`src/hdl/uga_pkg.sv`:
```
// uga_pkg: shared types, constants and lookup functions of the utf8 glyph address mapper
// used by uga_controller, uga_datapath and utf8_glyph_address_mapper_core
// depends on nothing
`default_nettype none

package uga_pkg;

	// default parameter values
	localparam int ADDRESS_BITS_DEF = 32;
	localparam int COUNT_BITS_DEF   = 16;

	// port and field widths
	localparam int BYTE_W       = 8;
	localparam int DIM_W        = 7;
	localparam int BASE_W       = 32;
	localparam int INDEX_W      = 7;
	localparam int OUT_COUNT_W  = 16;
	localparam int CFG_INDEX_W  = 2;
	localparam int CFG_DATA_W   = 32;
	localparam int AREA_W       = 2 * DIM_W;
	localparam int PROD_W       = INDEX_W + AREA_W;
	localparam int OUT_DATA_W   = 56;
	localparam int OUT_USER_W   = 2;

	// configuration register indexes
	localparam logic [CFG_INDEX_W-1:0] REG_GLYPH_HEIGHT     = 2'd0;
	localparam logic [CFG_INDEX_W-1:0] REG_GLYPH_WIDTH      = 2'd1;
	localparam logic [CFG_INDEX_W-1:0] REG_ASCII_TABLE_BASE = 2'd2;
	localparam logic [CFG_INDEX_W-1:0] REG_EXTRA_TABLE_BASE = 2'd3;

	// configuration reset values
	localparam logic [DIM_W-1:0] GLYPH_DIM_RESET = 7'd8;

	// byte values
	localparam logic [BYTE_W-1:0] ASCII_FIRST    = 8'd32;
	localparam logic [BYTE_W-1:0] ASCII_LAST     = 8'd126;
	localparam logic [BYTE_W-1:0] BYTE_NUL       = 8'h00;
	localparam logic [BYTE_W-1:0] INF_LEAD       = 8'he2;
	localparam logic [BYTE_W-1:0] INF_SECOND     = 8'h88;
	localparam logic [BYTE_W-1:0] INF_THIRD      = 8'h9e;
	localparam logic [INDEX_W-1:0] QMARK_INDEX   = 7'd31;
	localparam logic [INDEX_W-1:0] INF_INDEX     = 7'd18;

	// two-byte extra glyphs, lead byte in the high half
	localparam int PAIR_COUNT = 18;
	localparam logic [15:0] PAIR_TABLE [PAIR_COUNT] = '{
		16'hc484, 16'hc486, 16'hc498, 16'hc581, 16'hc583,
		16'hc393, 16'hc59a, 16'hc5b9, 16'hc5bb, 16'hc485,
		16'hc487, 16'hc499, 16'hc582, 16'hc584, 16'hc3b3,
		16'hc59b, 16'hc5ba, 16'hc5bc
	};

	typedef struct packed {
		logic               hit;
		logic [INDEX_W-1:0] index;
	} pair_hit_t;

	// controller to datapath commands
	typedef struct packed {
		logic accept;
		logic load_area;
		logic load_prod;
		logic load_out;
	} ctrl_cmd_t;

	// datapath to controller status
	typedef struct packed {
		logic produces;
	} dp_status_t;

	// character length from the lead byte
	function automatic logic [2:0] char_length(input logic [BYTE_W-1:0] b);
		logic [2:0] len;
		if (!b[7]) begin
			len = 3'd1;
		end else if (!b[5]) begin
			len = 3'd2;
		end else if (!b[4]) begin
			len = 3'd3;
		end else begin
			len = 3'd4;
		end
		return len;
	endfunction

	// first matching two-byte extra glyph
	function automatic pair_hit_t pair_lookup(input logic [BYTE_W-1:0] lead,
	                                          input logic [BYTE_W-1:0] second);
		pair_hit_t r;
		r.hit   = 1'b0;
		r.index = '0;
		for (int k = PAIR_COUNT - 1; k >= 0; k--) begin
			if (PAIR_TABLE[k] == {lead, second}) begin
				r.hit   = 1'b1;
				r.index = INDEX_W'(k);
			end
		end
		return r;
	endfunction

endpackage

`default_nettype wire

```
`src/hdl/uga_datapath.sv`:
```
// uga_datapath: configuration registers, character assembly, glyph selection,
// address multiply and add, and the output register
// depends on uga_pkg
`default_nettype none

module uga_datapath #(
	parameter int ADDRESS_BITS = uga_pkg::ADDRESS_BITS_DEF,
	parameter int COUNT_BITS   = uga_pkg::COUNT_BITS_DEF
) (
	input  wire logic                         clk,
	input  wire logic                         arst_n,
	input  wire logic                         cfg_we,
	input  wire logic [uga_pkg::CFG_INDEX_W-1:0] cfg_index,
	input  wire logic [uga_pkg::CFG_DATA_W-1:0]  cfg_data,
	input  wire logic [uga_pkg::BYTE_W-1:0]      text_byte,
	input  wire uga_pkg::ctrl_cmd_t              cmd,
	output uga_pkg::dp_status_t                  status,
	output logic [uga_pkg::BASE_W-1:0]           glyph_address,
	output logic [uga_pkg::INDEX_W-1:0]          glyph_index,
	output logic                                 from_extra_table,
	output logic                                 replaced_unknown,
	output logic                                 string_end,
	output logic [uga_pkg::OUT_COUNT_W-1:0]      char_count
);
	import uga_pkg::*;

	localparam logic [BASE_W-1:0] ADDR_MASK =
		(ADDRESS_BITS >= BASE_W) ? {BASE_W{1'b1}} : BASE_W'((64'd1 << ADDRESS_BITS) - 64'd1);

	// configuration registers
	logic [DIM_W-1:0]  height_q, width_q;
	logic [BASE_W-1:0] ascii_base_q, extra_base_q;

	// assembly state
	logic [2:0]            needed_q;
	logic [1:0]            seen_q;
	logic [BYTE_W-1:0]     lead_q, second_q;
	logic [COUNT_BITS-1:0] count_q;

	// captured result of the current item
	logic [INDEX_W-1:0]     idx_q;
	logic [BASE_W-1:0]      base_q;
	logic                   extra_q, repl_q, end_q;
	logic [OUT_COUNT_W-1:0] cnt_out_q;
	logic [AREA_W-1:0]      area_q;
	logic [PROD_W-1:0]      prod_q;

	// next-state and result logic
	logic [2:0]            nxt_needed, len;
	logic [1:0]            nxt_seen;
	logic [2:0]            seen_inc;
	logic [BYTE_W-1:0]     nxt_lead, nxt_second, second_eff;
	logic                  produces, is_end, ascii_ok, extra_hit;
	logic [INDEX_W-1:0]    extra_idx, res_idx;
	logic [BASE_W-1:0]     res_base;
	logic                  res_repl;
	logic [COUNT_BITS-1:0] nxt_count;
	logic [OUT_COUNT_W-1:0] res_cnt;
	logic [BASE_W:0]       addr_sum;
	pair_hit_t             ph;

	assign len        = char_length(text_byte);
	assign second_eff = (seen_q == 2'd1) ? text_byte : second_q;
	assign ph         = pair_lookup(lead_q, second_eff);
	assign seen_inc   = {1'b0, seen_q} + 3'd1;

	// character assembly
	always_comb begin
		nxt_needed = needed_q;
		nxt_seen   = seen_q;
		nxt_lead   = lead_q;
		nxt_second = second_q;
		produces   = 1'b0;
		is_end     = 1'b0;
		ascii_ok   = 1'b0;
		extra_hit  = 1'b0;
		extra_idx  = '0;
		if (needed_q == 3'd0) begin
			if (text_byte == BYTE_NUL) begin
				produces = 1'b1;
				is_end   = 1'b1;
			end else if (len == 3'd1) begin
				produces = 1'b1;
				ascii_ok = (text_byte >= ASCII_FIRST) && (text_byte <= ASCII_LAST);
			end else begin
				nxt_lead   = text_byte;
				nxt_needed = len;
				nxt_seen   = 2'd1;
			end
		end else begin
			nxt_second = second_eff;
			if (seen_inc < needed_q) begin
				nxt_seen = seen_inc[1:0];
			end else begin
				produces   = 1'b1;
				nxt_needed = 3'd0;
				nxt_seen   = 2'd0;
				if (needed_q == 3'd2 && ph.hit) begin
					extra_hit = 1'b1;
					extra_idx = ph.index;
				end else if (needed_q == 3'd3 && lead_q == INF_LEAD &&
				             second_eff == INF_SECOND && text_byte == INF_THIRD) begin
					extra_hit = 1'b1;
					extra_idx = INF_INDEX;
				end
			end
		end
	end

	// glyph selection and character count
	always_comb begin
		res_repl  = 1'b0;
		nxt_count = count_q;
		res_cnt   = OUT_COUNT_W'(count_q);
		if (is_end) begin
			res_idx   = '0;
			res_base  = '0;
			nxt_count = '0;
		end else begin
			if (extra_hit) begin
				res_idx  = extra_idx;
				res_base = extra_base_q;
			end else if (ascii_ok) begin
				res_idx  = INDEX_W'(text_byte - ASCII_FIRST);
				res_base = ascii_base_q;
			end else begin
				res_idx  = QMARK_INDEX;
				res_repl = 1'b1;
				res_base = ascii_base_q;
			end
			if (count_q != {COUNT_BITS{1'b1}}) begin
				nxt_count = count_q + COUNT_BITS'(1);
			end
			res_cnt = OUT_COUNT_W'(nxt_count);
		end
	end

	assign status.produces = produces;
	assign addr_sum        = {1'b0, base_q} + (BASE_W + 1)'(prod_q);

	// configuration writes
	always_ff @(posedge clk or negedge arst_n) begin
		if (!arst_n) begin
			height_q     <= GLYPH_DIM_RESET;
			width_q      <= GLYPH_DIM_RESET;
			ascii_base_q <= '0;
			extra_base_q <= '0;
		end else if (cfg_we) begin
			case (cfg_index)
				REG_GLYPH_HEIGHT:     height_q     <= cfg_data[DIM_W-1:0];
				REG_GLYPH_WIDTH:      width_q      <= cfg_data[DIM_W-1:0];
				REG_ASCII_TABLE_BASE: ascii_base_q <= cfg_data[BASE_W-1:0];
				REG_EXTRA_TABLE_BASE: extra_base_q <= cfg_data[BASE_W-1:0];
				default: ;
			endcase
		end
	end

	// assembly state and counter
	always_ff @(posedge clk or negedge arst_n) begin
		if (!arst_n) begin
			needed_q <= '0;
			seen_q   <= '0;
			lead_q   <= '0;
			second_q <= '0;
			count_q  <= '0;
		end else if (cmd.accept) begin
			needed_q <= nxt_needed;
			seen_q   <= nxt_seen;
			lead_q   <= nxt_lead;
			second_q <= nxt_second;
			if (produces) begin
				count_q <= nxt_count;
			end
		end
	end

	// result capture, multiply steps and output register
	always_ff @(posedge clk) begin
		if (cmd.accept && produces) begin
			idx_q     <= res_idx;
			base_q    <= res_base;
			extra_q   <= extra_hit && !is_end;
			repl_q    <= res_repl;
			end_q     <= is_end;
			cnt_out_q <= res_cnt;
		end
		if (cmd.load_area) begin
			area_q <= AREA_W'(height_q) * AREA_W'(width_q);
		end
		if (cmd.load_prod) begin
			prod_q <= PROD_W'(idx_q) * PROD_W'(area_q);
		end
		if (cmd.load_out) begin
			glyph_address    <= addr_sum[BASE_W-1:0] & ADDR_MASK;
			glyph_index      <= idx_q;
			from_extra_table <= extra_q;
			replaced_unknown <= repl_q;
			string_end       <= end_q;
			char_count       <= cnt_out_q;
		end
	end

endmodule

`default_nettype wire

```
`src/hdl/uga_controller.sv`:
```
// uga_controller: sequencer over accept, area multiply, index multiply and emit,
// and the output valid flag
// depends on uga_pkg
`default_nettype none

module uga_controller (
	input  wire logic                 clk,
	input  wire logic                 arst_n,
	input  wire logic                 s_tvalid,
	output logic                      s_tready,
	output logic                      m_tvalid,
	input  wire logic                 m_tready,
	input  wire uga_pkg::dp_status_t  status,
	output uga_pkg::ctrl_cmd_t        cmd
);
	import uga_pkg::*;

	typedef enum logic [3:0] {
		ST_IDLE    = 4'b0001,
		ST_MUL_HW  = 4'b0010,
		ST_MUL_IDX = 4'b0100,
		ST_EMIT    = 4'b1000
	} state_t;

	state_t state_q, state_d;
	logic   out_valid_q;
	logic   slot_free;

	assign s_tready  = (state_q == ST_IDLE);
	assign m_tvalid  = out_valid_q;
	assign slot_free = !out_valid_q || m_tready;

	// commands to the datapath
	assign cmd.accept    = s_tvalid && s_tready;
	assign cmd.load_area = (state_q == ST_MUL_HW);
	assign cmd.load_prod = (state_q == ST_MUL_IDX);
	assign cmd.load_out  = (state_q == ST_EMIT) && slot_free;

	// next state
	always_comb begin
		state_d = state_q;
		case (state_q)
			ST_IDLE: begin
				if (cmd.accept && status.produces) begin
					state_d = ST_MUL_HW;
				end
			end
			ST_MUL_HW:  state_d = ST_MUL_IDX;
			ST_MUL_IDX: state_d = ST_EMIT;
			ST_EMIT: begin
				if (slot_free) begin
					state_d = ST_IDLE;
				end
			end
			default: state_d = ST_IDLE;
		endcase
	end

	// state and output valid
	always_ff @(posedge clk or negedge arst_n) begin
		if (!arst_n) begin
			state_q     <= ST_IDLE;
			out_valid_q <= 1'b0;
		end else begin
			state_q <= state_d;
			if (cmd.load_out) begin
				out_valid_q <= 1'b1;
			end else if (m_tready) begin
				out_valid_q <= 1'b0;
			end
		end
	end

`ifndef SYNTHESIS
	// a byte that completes an item reaches emit after the two multiply steps
	assert property (@(posedge clk) disable iff (!arst_n)
		(cmd.accept && status.produces) |-> ##3 (state_q == ST_EMIT))
		else $error("result item did not reach emit");

	// a byte that completes nothing leaves the sequencer ready for the next one
	assert property (@(posedge clk) disable iff (!arst_n)
		(cmd.accept && !status.produces) |=> (state_q == ST_IDLE))
		else $error("partial character left the sequencer busy");

	// a finished result waits in emit while the output slot is held
	assert property (@(posedge clk) disable iff (!arst_n)
		(state_q == ST_EMIT && m_tvalid && !m_tready) |=> (state_q == ST_EMIT && m_tvalid))
		else $error("result dropped while output stalled");
`endif

endmodule

`default_nettype wire

```
`src/hdl/utf8_glyph_address_mapper_core.sv`:
```
// utf8_glyph_address_mapper_core: top level of the utf8 glyph address mapper
// depends on uga_pkg, uga_controller and uga_datapath
//
// usage
//   input stream (s_*): one raw utf-8 text byte per transaction in s_tdata.
//   output stream (m_*): one glyph transaction per complete character, and one
//   with m_tlast set when a zero lead byte ends the string; that transaction
//   carries the character count and zero glyph fields, then the count clears.
//   configuration: cfg_we writes cfg_data to register cfg_index at a clock edge
//   (0 glyph height, 1 glyph width, 2 ascii table base, 3 extra table base);
//   write only while no character is in flight.
// sequence
//   after a byte that does not complete a character the next byte may follow
//   at once. a byte that completes a character or ends the string is followed
//   by the area multiply, the index multiply and the add, which loads the
//   output register; s_tready stays low during those steps, so the next byte
//   is taken only once the result is in the output register.
// stall and reset
//   a result held by a stalled receiver stays in the output register; the next
//   byte is still taken, and a second result waits in the emit step until the
//   register frees. reset clears the count and partial character and loads
//   height and width 8 and zero bases.
`default_nettype none

module utf8_glyph_address_mapper_core #(
	parameter int ADDRESS_BITS = uga_pkg::ADDRESS_BITS_DEF,
	parameter int COUNT_BITS   = uga_pkg::COUNT_BITS_DEF
) (
	input  wire logic                             clk,
	input  wire logic                             arst_n,
	input  wire logic                             cfg_we,
	input  wire logic [uga_pkg::CFG_INDEX_W-1:0]  cfg_index,
	input  wire logic [uga_pkg::CFG_DATA_W-1:0]   cfg_data,
	input  wire logic                             s_tvalid,
	output logic                                  s_tready,
	input  wire logic [uga_pkg::BYTE_W-1:0]       s_tdata,  // [7:0] text_byte
	output logic                                  m_tvalid,
	input  wire logic                             m_tready,
	// [31:0] glyph_address, [38:32] glyph_index, [54:39] char_count, [55] zero
	output logic [uga_pkg::OUT_DATA_W-1:0]        m_tdata,
	// [0] from_extra_table, [1] replaced_unknown
	output logic [uga_pkg::OUT_USER_W-1:0]        m_tuser,
	output logic                                  m_tlast   // string_end
);
	import uga_pkg::*;

	ctrl_cmd_t              cmd;
	dp_status_t             status;
	logic [BASE_W-1:0]      glyph_address;
	logic [INDEX_W-1:0]     glyph_index;
	logic                   from_extra_table, replaced_unknown, string_end;
	logic [OUT_COUNT_W-1:0] char_count;

	uga_controller u_ctrl (
		.clk      (clk),
		.arst_n   (arst_n),
		.s_tvalid (s_tvalid),
		.s_tready (s_tready),
		.m_tvalid (m_tvalid),
		.m_tready (m_tready),
		.status   (status),
		.cmd      (cmd)
	);

	uga_datapath #(
		.ADDRESS_BITS (ADDRESS_BITS),
		.COUNT_BITS   (COUNT_BITS)
	) u_dp (
		.clk              (clk),
		.arst_n           (arst_n),
		.cfg_we           (cfg_we),
		.cfg_index        (cfg_index),
		.cfg_data         (cfg_data),
		.text_byte        (s_tdata),
		.cmd              (cmd),
		.status           (status),
		.glyph_address    (glyph_address),
		.glyph_index      (glyph_index),
		.from_extra_table (from_extra_table),
		.replaced_unknown (replaced_unknown),
		.string_end       (string_end),
		.char_count       (char_count)
	);

	// output packing
	assign m_tdata = {1'b0, char_count, glyph_index, glyph_address};
	assign m_tuser = {replaced_unknown, from_extra_table};
	assign m_tlast = string_end;

endmodule

`default_nettype wire

```
`config.mk`:
```
export PLATFORM = sky130hd
export DESIGN_NAME = utf8_glyph_address_mapper_core
export DESIGN_NICKNAME = d
export VERILOG_FILES = /design/src/hdl/uga_pkg.sv /design/src/hdl/uga_datapath.sv /design/src/hdl/uga_controller.sv /design/src/hdl/utf8_glyph_address_mapper_core.sv
export SDC_FILE = /design/constraint.sdc
export NUM_CORES = 1
export LEC_CHECK = 0
export BUFFER_PORTS_ARGS = -buffer_cell sky130_fd_sc_hd__buf_4
export CAP_MARGIN = 10
export CORE_AREA = 2 2 174 176
export DETAILED_ROUTE_END_ITERATION = 10
export DIE_AREA = 0 0 176 178
export PLACE_DENSITY = 0.75
export SYNTH_ARGS = -nofsm -noshare
export SYNTH_HDL_FRONTEND = slang
export SYNTH_SLANG_ARGS = --single-unit
```
`constraint.sdc`:
```
create_clock -name clk -period 6.25 [get_ports clk]
set_input_delay 0.9375 -clock clk [delete_from_list [all_inputs] [get_ports clk]]
set_output_delay 0.9375 -clock clk [all_outputs]
set_load 0.01 [all_outputs]
```
# Word-level counts from Yosys, hierarchy flattened
# Index checks and enable logic that the tools add are counted.
dict set report totals {
  register_bits 271
  inputBits 47
}
dict set report classes {
  addsub 4
  n_mul 2
  order_cmp 3
  eq_ne 38
  muxes 59
  bitwise_logic 3
  reduce_logical 27
}
# cell count
set ops {}
lappend ops {{== test 16 bit, first input constant} 18}
lappend ops {{two-way mux 8 bit} 19}
lappend ops {{two-way mux 16 bit} 3}
lappend ops {{two-way mux 7 bit} 5}
lappend ops {{adder 32 x 21 -> 32 bit} 1}
lappend ops {{two-way mux 32 bit} 1}
lappend ops {{== test 8 bit, second input constant} 3}
lappend ops {{multiplier 7 x 14 -> 21 bit} 1}
lappend ops {{two-way mux 3 bit} 7}
lappend ops {{adder 16 x 1 -> 16 bit, second input constant} 1}
lappend ops {{two-way mux 1 bit} 16}
lappend ops {{!= test 16 bit, second input constant} 1}
lappend ops {{case mux 4 bit (4 select lines)} 1}
lappend ops {{multiplier 7 x 7 -> 14 bit} 1}
lappend ops {{AND reduction 2 bit} 7}
lappend ops {{logical AND 1 bit} 9}
lappend ops {{greater-or-equal comparator 8 x 6 -> 1 bit, second input constant} 1}
lappend ops {{less-or-equal comparator 8 x 7 -> 1 bit, second input constant} 1}
lappend ops {{zero test 8 bit} 1}
lappend ops {{two-way mux 2 bit} 4}
lappend ops {{two-way mux 4 bit} 2}
lappend ops {{AND reduction 4 bit} 2}
lappend ops {{subtractor 7 x 6 -> 7 bit, second input constant} 1}
lappend ops {{== test 3 x 2 -> 1 bit, second input constant} 2}
lappend ops {{20 further kinds} 28}

# Logic depth before layout (Yosys ltp)
# Gate-level depths: netlist (run 1).
dict set report depth {
  ltp_word 26
  depth_mapped 17
}

# Hierarchy
# A second synthesis (run 1) with hierarchy kept.
dict set report hier_totals {
  hier_cells 1531
  hier_area_um2 16971.3
}
# module n_inst cells_per_inst area_per_inst_um2 seq_area_each_um2
set modules_own_cells {}
lappend modules_own_cells {uga_datapath 1 1502 16676.0 7414.6}
lappend modules_own_cells {uga_controller 1 25 269.0 126.4}
lappend modules_own_cells {utf8_glyph_address_mapper_core 1 4 26.3 0.0}

# Least setup slack after synthesis (run 1)
# Ideal clock, no wire load.
dict set report synth_path {
  path_type {reg-to-reg}
  start {reg u_dp.idx_q[6]}
  end {reg u_dp.prod_q[20], data pin}
  setup_time_ns 0.260
  arrival_ns 4.445
  required_time_ns 5.990
  path_slack_ns 1.545
  path_stages_with_launch 17
  n_path_buf 1
  period_less_slack_ns 4.705
  cell_sequence {edfxtp_1 clkbuf_1 nand2_1 fa_1 inv_1 fa_1 fa_1 fa_1 ha_1 a21oi_1 o21ai_0 and3_1 a21oi_1 o21ai_0 o21ai_0 o2111ai_1 xnor2_1}
}
dict set report synth_via {
  elab_chain_len 1
}
# element line
set synth_rtl {}
lappend synth_rtl {{start: declaration} uga_datapath.sv:41} ;# logic [INDEX_W-1:0] idx_q;
lappend synth_rtl {{start signal: assignment} uga_datapath.sv:181} ;# idx_q <= res_idx;
lappend synth_rtl {{multiplier 7 x 14 -> 21 bit} uga_datapath.sv:192} ;# prod_q <= PROD_W'(idx_q) * PROD_W'(area_q);
lappend synth_rtl {{end signal: assignment} uga_datapath.sv:192}
lappend synth_rtl {{end: declaration} uga_datapath.sv:46} ;# logic [PROD_W-1:0] prod_q;
# Every way passes these cells.
# A chain may end at the register's enable or synchronous reset.

# Final worst setup path (run 1)
dict set report layout_path {
  start {reg u_dp.idx_q[3]}
  end {reg u_dp.prod_q[19], data pin}
}
# Same word-level chain as after synthesis.

==> qor.csv, run 1 <==
stage;metric;value;unit
clock_tree;latest clock arrival within the worst-skew pair;0.55;ns
routing;via count;11022;
clock_tree;clk buf depth;3;
sta;Setup TNS Final;0;ns
power;switch share;39.9;%
power;Comb pwr share;54.8;%
finish;NumNets Final;1790;
clock_tree;clock slew at reported path FFs;0.06;ns
clock_tree;TritonCTS clock tree;done;
routing;final wirelength;33900;um
clock_tree;CTS Buf Count;28;
sta;max-slew violation count;0;
yosys;Synth Flop Type;edfxtp_1;
clock_tree;Clk Tree Root Cell;clkbuf_16;
clock_tree;post_cts resized;0;
yosys;Synth Area in Compound Gates;7.83;%
power;Psw;4.05;mW
sta;period utilization;81.8;%
clock_tree;cts hold-fix bufs;0;
floorplan;Initial Utilization;56.1;%
finish;layout cells sized above 1;16.7;%
yosys;EDFF count, synth;151;
grt;GRT overflow;0;
yosys;Mapped Area;16500;um2
yosys;Post-Synthesis Cells;1461;
yosys;YS warnings;0;
power;power per cell area;546;nW/um2
worst_setup_path;Critical Path RT;6.55;ns
yosys;Synth Register Bits;271;
floorplan;Core Box Area;29400;um2
yosys;xor/xnor share of the synthesized area;3.34;%
floorplan;die area;31300;um2
finish;area grow syn2layout;12.7;%
grt;All-Layer GR Usage;22.4;%
worst_setup_path;CP endpoint kind;flop;
clock_tree;TritonCTS Sinks;271;
power;Worst VDD drop;485;uV
yosys;main combinational cell family by area after synthesis;adder cells;
yosys;sequential area share after synthesis;45.7;%
yosys;Post-Syn Nets;1690;
routing;Avg WL per Cell;17.2;um
sta;fin crit period;5.12;ns
sta;Tightest Pin Transition;1.11;ns
routing;first-pass iteration count of the detailed router;5;
floorplan;Die Ht;178;um
status;outcome;completed;
grt;initial antenna violation count;1;
grt;global-route wire length before repair;56100;um
worst_setup_path;critical path class;reg2reg;
routing;DRC viols;0;
routing;via/cell ratio;5.58;
placed_design;global placer's final weighted congestion;0.895;
power;Pleak;8.32;nW
finish;most frequent cells in the layout;167 x nand2_1, 151 x edfxtp_1, 117 x inv_1, 117 x dfrtp_1, 115 x buf_4;
yosys;FFs w/ async S/R, synth;44.3;%
power;Clk pwr share;16.4;%
yosys;Synth Area in Simple Gates;13.4;%
placed_design;HPWL Detailed;24800;um
finish;most common cell after layout, fill and taps aside;nand2_1;
sta;Rel. slew slack;26.2;%
power;power share of the sequential group;28.7;%
floorplan;die width;176;um
grt;largest net degree at the start of global routing;80;
sta;Setup Skew;0.0145;ns
sta;final hold violation count;0;
floorplan;I/O Pins;108;
placed_design;Cell Area, Placed;17700;um2
floorplan;FP Rows;63;
grt;vias in the first global route;11288;
finish;Design Area, Final;18600;um2
routing;Final ANT Viol Nets;0;
sta;Final Setup Violations;0;
worst_setup_path;Worst setup SP type;flop;
hold_path;HP Class;reg2reg;
power;Pint;6.11;mW
worst_setup_path;maximum fanout along the worst path;15;
yosys;mux share of post-synthesis cell area;8.14;%
sta;Max Clock Freq;195;MHz
worst_setup_path;Critical Path AT;5.42;ns
yosys;count of cell types in the netlist;72;
clock_tree;Post-CTS Setup Repair Bufs;0;
placed_design;Port Buffer Count;106;
flow_run;Max Cap Viol;0;
routing;initial DRC count;688;
clock_tree;H-tree levels;1;
yosys;adder-cell share of the synthesized area;17.6;%
sta;unrepaired setup endpoints after global routing;false;
yosys;mean post-synth cell area;11.3;um2
[final cells by class]
class	instances	area, um2
multi-input combinational	1027	8330
sequential	271	7540
antenna	1	2.50
fill	2317	10800
timing repair buffer	115	863
clock inverter	12	124
clock buffer	40	801
tap	390	488
inverter	118	443
[per-layer routing]
layer | global-route usage, % | share of wire [%] | vias to the layer above
met4 | 6.13 | 2.2 | 0
met1 | 29.1 | 43 | 5450
met2 | 39.4 | 50 | 244
met3 | 3.32 | 5.1 | 50
li1 | - | - | 5278
met5 | 0 | 0 | -
[cells by family after synthesis]
logic type / Yosys count
XOR/XNOR: 63
flip-flops: 271
buffers and inverters: 163
other: 1
AND/OR/NAND/NOR: 456
adder cells (fa/ha/maj): 182
multiplexers: 123
AO/OA/AOI/OAI: 202
[cells in the mapped netlist (17+ instances only)]
cell type / count / area, um2
nand2_1: 167 / 627
edfxtp_1: 151 / 4530
inv_1: 118 / 443
dfrtp_1: 117 / 2930
ha_1: 98 / 1230
nor2_1: 93 / 349
mux2_2: 90 / 1010
fa_1: 84 / 1680
a21oi_1: 59 / 295
and2_1: 57 / 357
o21ai_0: 47 / 235
xnor2_1: 44 / 385
nand3_1: 38 / 190
mux2i_1: 33 / 330
clkbuf_1: 28 / 105
a21o_1: 19 / 143
xor2_1: 19 / 166
nor3_1: 17 / 85.1
[stage by stage]
step / total power, mW / instances / setup WS, ns / hold slack [ns] / utilization [%]
final: 10.2 / 1974 / 1.13 / 0.418 / 63.2
after global routing: 11.1 / 1973 / 0.772 / 0.422 / 63.2
after CTS: 10.2 / 1973 / 1.14 / 0.420 / 63.2
after detailed placement: 8.49 / 1921 / 1.13 / 0.405 / 60.1
after global placement: 8.28 / 1921 / 1.22 / 0.402 / 60.1
after floorplan: 7.27 / 1461 / 1.54 / 0.400 / -
[state kept, by name, summed over array words and instances (netlist names), 2 cells and up]
register,cells
u_dp.ascii_base_q,32
u_dp.base_q,32
u_dp.extra_base_q,32
u_dp.glyph_address,32
u_dp.prod_q,21
u_dp.char_count,16
u_dp.cnt_out_q,16
u_dp.count_q,16
u_dp.area_q,14
u_dp.lead_q,8
u_dp.second_q,8
u_dp.glyph_index,7
u_dp.height_q,7
u_dp.idx_q,7
u_dp.width_q,7
u_ctrl.state_q,4
u_dp.needed_q,3
u_dp.seen_q,2
[critical path: stages (launching register included)]
cell,delay (ns)
edfxtp_1,0.61
and2_1,0.27
fa_1,0.53
inv_1,0.05
fa_1,0.46
fa_1,0.54
inv_1,0.05
fa_1,0.48
ha_1,0.24
or3_1,0.41
o21ai_0,0.51
o211ai_1,0.21
a31o_2,0.27
a21oi_1,0.17
xnor2_1,0.08
[path summary, 6_finish.rpt]
check	start	endpoint	slack, ns	depth (start not counted)
max reg2reg	u_dp.idx_q[3]$_SDFFCE_PP0P_	u_dp.prod_q[19]$_DFFE_PP_	1.13	14
max in group asynchronous	arst_n	u_dp.count_q[3]$_DFFE_PN0P_	4.60	2
min reg2reg	u_dp.cnt_out_q[5]$_DFFE_PP_	u_dp.char_count[5]$_DFFE_PP_	0.42	0
min in group asynchronous	arst_n	u_dp.height_q[6]$_DFFE_PN0P_	0.54	1
min	u_dp.cnt_out_q[5]$_DFFE_PP_	u_dp.char_count[5]$_DFFE_PP_	0.42	0
max	u_dp.idx_q[3]$_SDFFCE_PP0P_	u_dp.prod_q[19]$_DFFE_PP_	1.13	14
[power by group through the flow]
stage	Clock, mW	Combinational (mW)	Sequential, mW
global route	1.77	6.36	2.97
floorplan	0	4.43	2.83
finish	1.67	5.57	2.92
CTS	1.71	5.61	2.92
global placement	0	5.35	2.93
detailed placement	0	5.54	2.95
Power figures use the tool's default switching activity.
==> run 2: changes to the inputs <==
ABC_AREA = 1   (was default)
CORE_AREA = 2 2 179 181   (was 2 2 174 176)
DIE_AREA = 0 0 181 183   (was 0 0 176 178)
PLACE_DENSITY = 0.77   (was 0.75)
clock period = 4.3 ns   (was 6.25 ns; I/O delays follow)
==> run 2 against run 1 <==
Compared with the run above: the run now ends with setup timing left; hold slack worse by 0.37 ns; die area is 5.7% higher; sequential cell count stayed put; synthesized cell count is 34% higher; design area is 9.3% higher; synthesized area is 4.4% higher; maximum frequency is 17% higher; critical path depth is 1 higher; first-iteration DRC count is 60% higher; power is 74% higher; clock skew is 0.0014 ns lower; wire length is 19% higher; critical path type unchanged.
==> qor.csv, run 2 <==
stage;metric;value;unit;change
sta;Max Clock Freq;228;MHz;+17%
yosys;Post-Synthesis Cells;1956;;+34%
sta;Worst Slack Setup Final;-0.0823;ns;-1.22 ns
power;switch share;41.3;%;+1.4 points
yosys;ranking of synthesized cells by area;edfxtp_1 26%, dfrtp_1 17%, nand2_1 10%;;
power;Clk pwr share;14.5;%;-1.9 points
routing;max layer used;met5;;
grt;vias in the first global route;13653;;+21%
clock_tree;Clk Tree Root Cell;clkbuf_16;;
floorplan;I/O Pins;108;;unchanged
clock_tree;CTS Buf Count;30;;+7.1%
floorplan;die area;33100;um2;+5.7%
floorplan;Die Ht;183;um;+2.8%
routing;final wirelength;40200;um;+19%
worst_setup_path;Worst path max stage delay;0.62;ns;about the same
grt;global-route wire length before repair;65900;um;+18%
yosys;count of cell types in the netlist;44;;-39%
routing;DRC viols;0;;unchanged
status;failing checks;setup timing;;
sta;Final Setup Violations;3;;+3
yosys;EDFF count, synth;151;;unchanged
worst_setup_path;Buf+Inv Stages, Crit Path;2;;unchanged
hold_path;HP Class;in2async;;
routing;via/cell ratio;5.29;;-5.2%
sta;Tightest Pin Transition;1.06;ns;-0.0433 ns
grt;All-Layer GR Usage;24.5;%;+2.1 points
status;outcome;complete, but fails checks;;
worst_setup_path;critical path class;reg2reg;;
routing;Avg WL per Cell;15.7;um;-8.4%
yosys;sequential area share after synthesis;43.8;%;-1.9 points
sta;Rel. slew slack;29.0;%;+2.8 points
clock_tree;latest clock arrival within the worst-skew pair;0.58;ns;+0.03 ns
clock_tree;cts hold-fix bufs;0;;unchanged
sta;period utilization;102;%;+20 points
yosys;Synth Register Bits;271;;unchanged
placed_design;global placer's final weighted congestion;0.971;;+8.5%
grt;GRT overflow;0;;unchanged
power;total power;17.6;mW;+74%
clock_tree;clock slew at reported path FFs;0.07;ns;about the same
power;Pleak;10.1;nW;+21%
power;power per cell area;868;nW/um2;+59%
grt;largest net degree at the start of global routing;67;;-16%
yosys;Synth Flop Type;edfxtp_1;;
finish;NumNets Final;2361;;+32%
power;power share of the sequential group;23.4;%;-5.3 points
worst_setup_path;Crit path top cell by count;fa_1;;
power;Psw;7.28;mW;+80%
power;Pint;10.4;mW;+70%
clock_tree;TritonCTS Sinks;271;;unchanged
worst_setup_path;Critical Path AT;4.70;ns;-0.72 ns
grt;initial antenna violation count;1;;unchanged
yosys;mean post-synth cell area;8.81;um2;-22%
routing;via count;13534;;+23%
yosys;FFs w/ async S/R, synth;44.3;%;unchanged
finish;area grow syn2layout;18.0;%;
routing;first-pass iteration count of the detailed router;6;;+1
worst_setup_path;Slowest-stage cell, CP;fa_1;;
placed_design;Place WS;-0.136;ns;-1.27 ns
routing;M1 WL;17100;um;+17%
yosys;YS warnings;0;;unchanged
routing;WL met2;19600;um;+17%
power;Worst VDD drop;954;uV;+97%
finish;layout cells sized above 1;16.8;%;+0.050 points
floorplan;FP Rows;65;;+3.2%
worst_setup_path;CP cell instances;buf_4, nand2_1, fa_1, inv_1, fa_1, fa_1, fa_1, ha_4, a21oi_1, a21boi_2, o21ai_2, a21oi_2, nor3_2, o21bai_1, nand2_1;;
yosys;share of the synthesized area in the top cell type;26.3;%;-1.2 points
clock_tree;TritonCTS clock tree;done;;
sta;final hold violation count;0;;unchanged
worst_setup_path;Worst setup SP type;flop;;
routing;initial DRC count;1099;;+60%
floorplan;die width;181;um;+2.8%
routing;met3 WL;2210;um;+27%
flow_run;Max Cap Viol;0;;unchanged
finish;most common cell after layout, fill and taps aside;nand2_1;;
yosys;synth cell count leaders;477 x nand2_1, 319 x inv_1, 164 x nor2_1;;
yosys;post-synth top area cell;edfxtp_1;;
yosys;Mapped Area;17200;um2;+4.4%
yosys;Post-Syn Nets;2185;;+29%
placed_design;Port Buffer Count;106;;unchanged
placed_design;HPWL Detailed;29400;um;+18%
worst_setup_path;Crit path max-delay family;adder cells;;
worst_setup_path;maximum fanout along the worst path;7;;-8
yosys;count leader, synth;nand2_1;;
finish;Ant. Diodes;0;;-1
sta;max-slew violation count;0;;unchanged
floorplan;Core Box Area;31200;um2;+6.2%
finish;most frequent cells in the layout;463 x nand2_1, 314 x inv_1, 196 x buf_4;;
clock_tree;clk buf depth;3;;unchanged
finish;Fillers;2525;;+9.0%
sta;Setup Skew;0.0131;ns;-0.00138 ns
worst_setup_path;CP endpoint kind;flop;;
worst_setup_path;Critical Path RT;4.62;ns;-1.93 ns
clock_tree;H-tree levels;1;;unchanged
sta;fin crit period;4.38;ns;-0.733 ns
floorplan;Initial Utilization;55.2;%;-0.97 points
routing;Final ANT Viol Nets;0;;unchanged
sta;unrepaired setup endpoints after global routing;true;;
power;Comb pwr share;62.1;%;+7.3 points
run 2: changes by cell type after synthesis, sizes merged, moves of 57 or more:
cell | before | now
o21ai | 49 | 159
mux2 | 90 | 0
nand2 | 167 | 507
nor2 | 93 | 172
and2 | 57 | 0
inv | 118 | 323
run 2: kinds of logic (layout without fill, tap and decap cells):
logic type	after synthesis	count (layout)	synth area share, %
AND/OR/NAND/NOR	806	806	19.6
buffers and inverters	383	583	8.82
flip-flops	271	271	43.8
AO/OA/AOI/OAI	257	257	8.05
adder cells (fa/ha/maj)	182	182	16.9
XOR/XNOR	56	56	2.85
other	1	1	0.0218
run 2: power by group through the flow:
| stage | clock network (mW) | logic (mW) | registers, mW |
|---|---|---|---|
| after floorplan | 0 | 6.18 | 4.03 |
| after global placement | 0 | 8.81 | 4.15 |
| after global routing | 2.72 | 12.1 | 4.17 |
| after detailed placement | 0 | 9.16 | 4.17 |
| final | 2.57 | 10.9 | 4.13 |
| after CTS | 2.61 | 9.90 | 4.12 |
run 2: worst paths after layout:
check	cells after the start	slack, ns	from	to
setup / recovery	15	-0.08	u_dp.idx_q[6]$_SDFFCE_PP0P_	u_dp.prod_q[20]$_DFFE_PP_
hold / removal	1	0.05	arst_n	u_dp.second_q[0]$_DFFE_PN0P_
setup reg to reg	15	-0.08	u_dp.idx_q[6]$_SDFFCE_PP0P_	u_dp.prod_q[20]$_DFFE_PP_
hold reg to reg	0	0.42	u_dp.cnt_out_q[13]$_DFFE_PP_	u_dp.char_count[13]$_DFFE_PP_
max in group asynchronous	2	3.25	arst_n	u_dp.extra_base_q[24]$_DFFE_PN0P_
min in group clk	3	0.34	cfg_data[27]	u_dp.extra_base_q[27]$_DFFE_PN0P_
run 2: repair_timing:
item / CTS / global route
endpoints found under the setup margin: 8 / 13
resized for setup: 19 / 43
setup buffers: 11 / 11
pin swaps: 16 / 39
run 2: metal layers:
layer  vias to the layer above  track usage (%)
li1                       6595                -
met1                      6448             32.6
met2                       399             41.7
met3                        90             3.20
met4                         2             8.39
met5                         -                0
run 2: stage by stage:
step           cells  hold WS [ns]  instance area, um2  TNS [ns]  utilization (%)
3_5_place_dp    2480         0.406               18900    -0.771             60.4
5_1_grt         2558        0.0974               20300     -1.53             65.1
2_1_floorplan   1956         0.349               17300         0                -
3_3_place_gp    2480         0.405               18900    -0.150             60.4
4_1_cts         2547        0.0693               20100  -0.00911             64.2
6_report        2558        0.0515               20300    -0.132             65.1
run 2: area by class of cell:
class	count	area (um2)	share of cell area, %
clock inverter	21	218	1.07
inverter	324	1220	5.98
tap	402	503	2.47
sequential	271	7540	37.1
multi-input combinational	1302	8510	41.9
clock buffer	35	779	3.84
timing repair buffer	203	1550	7.64
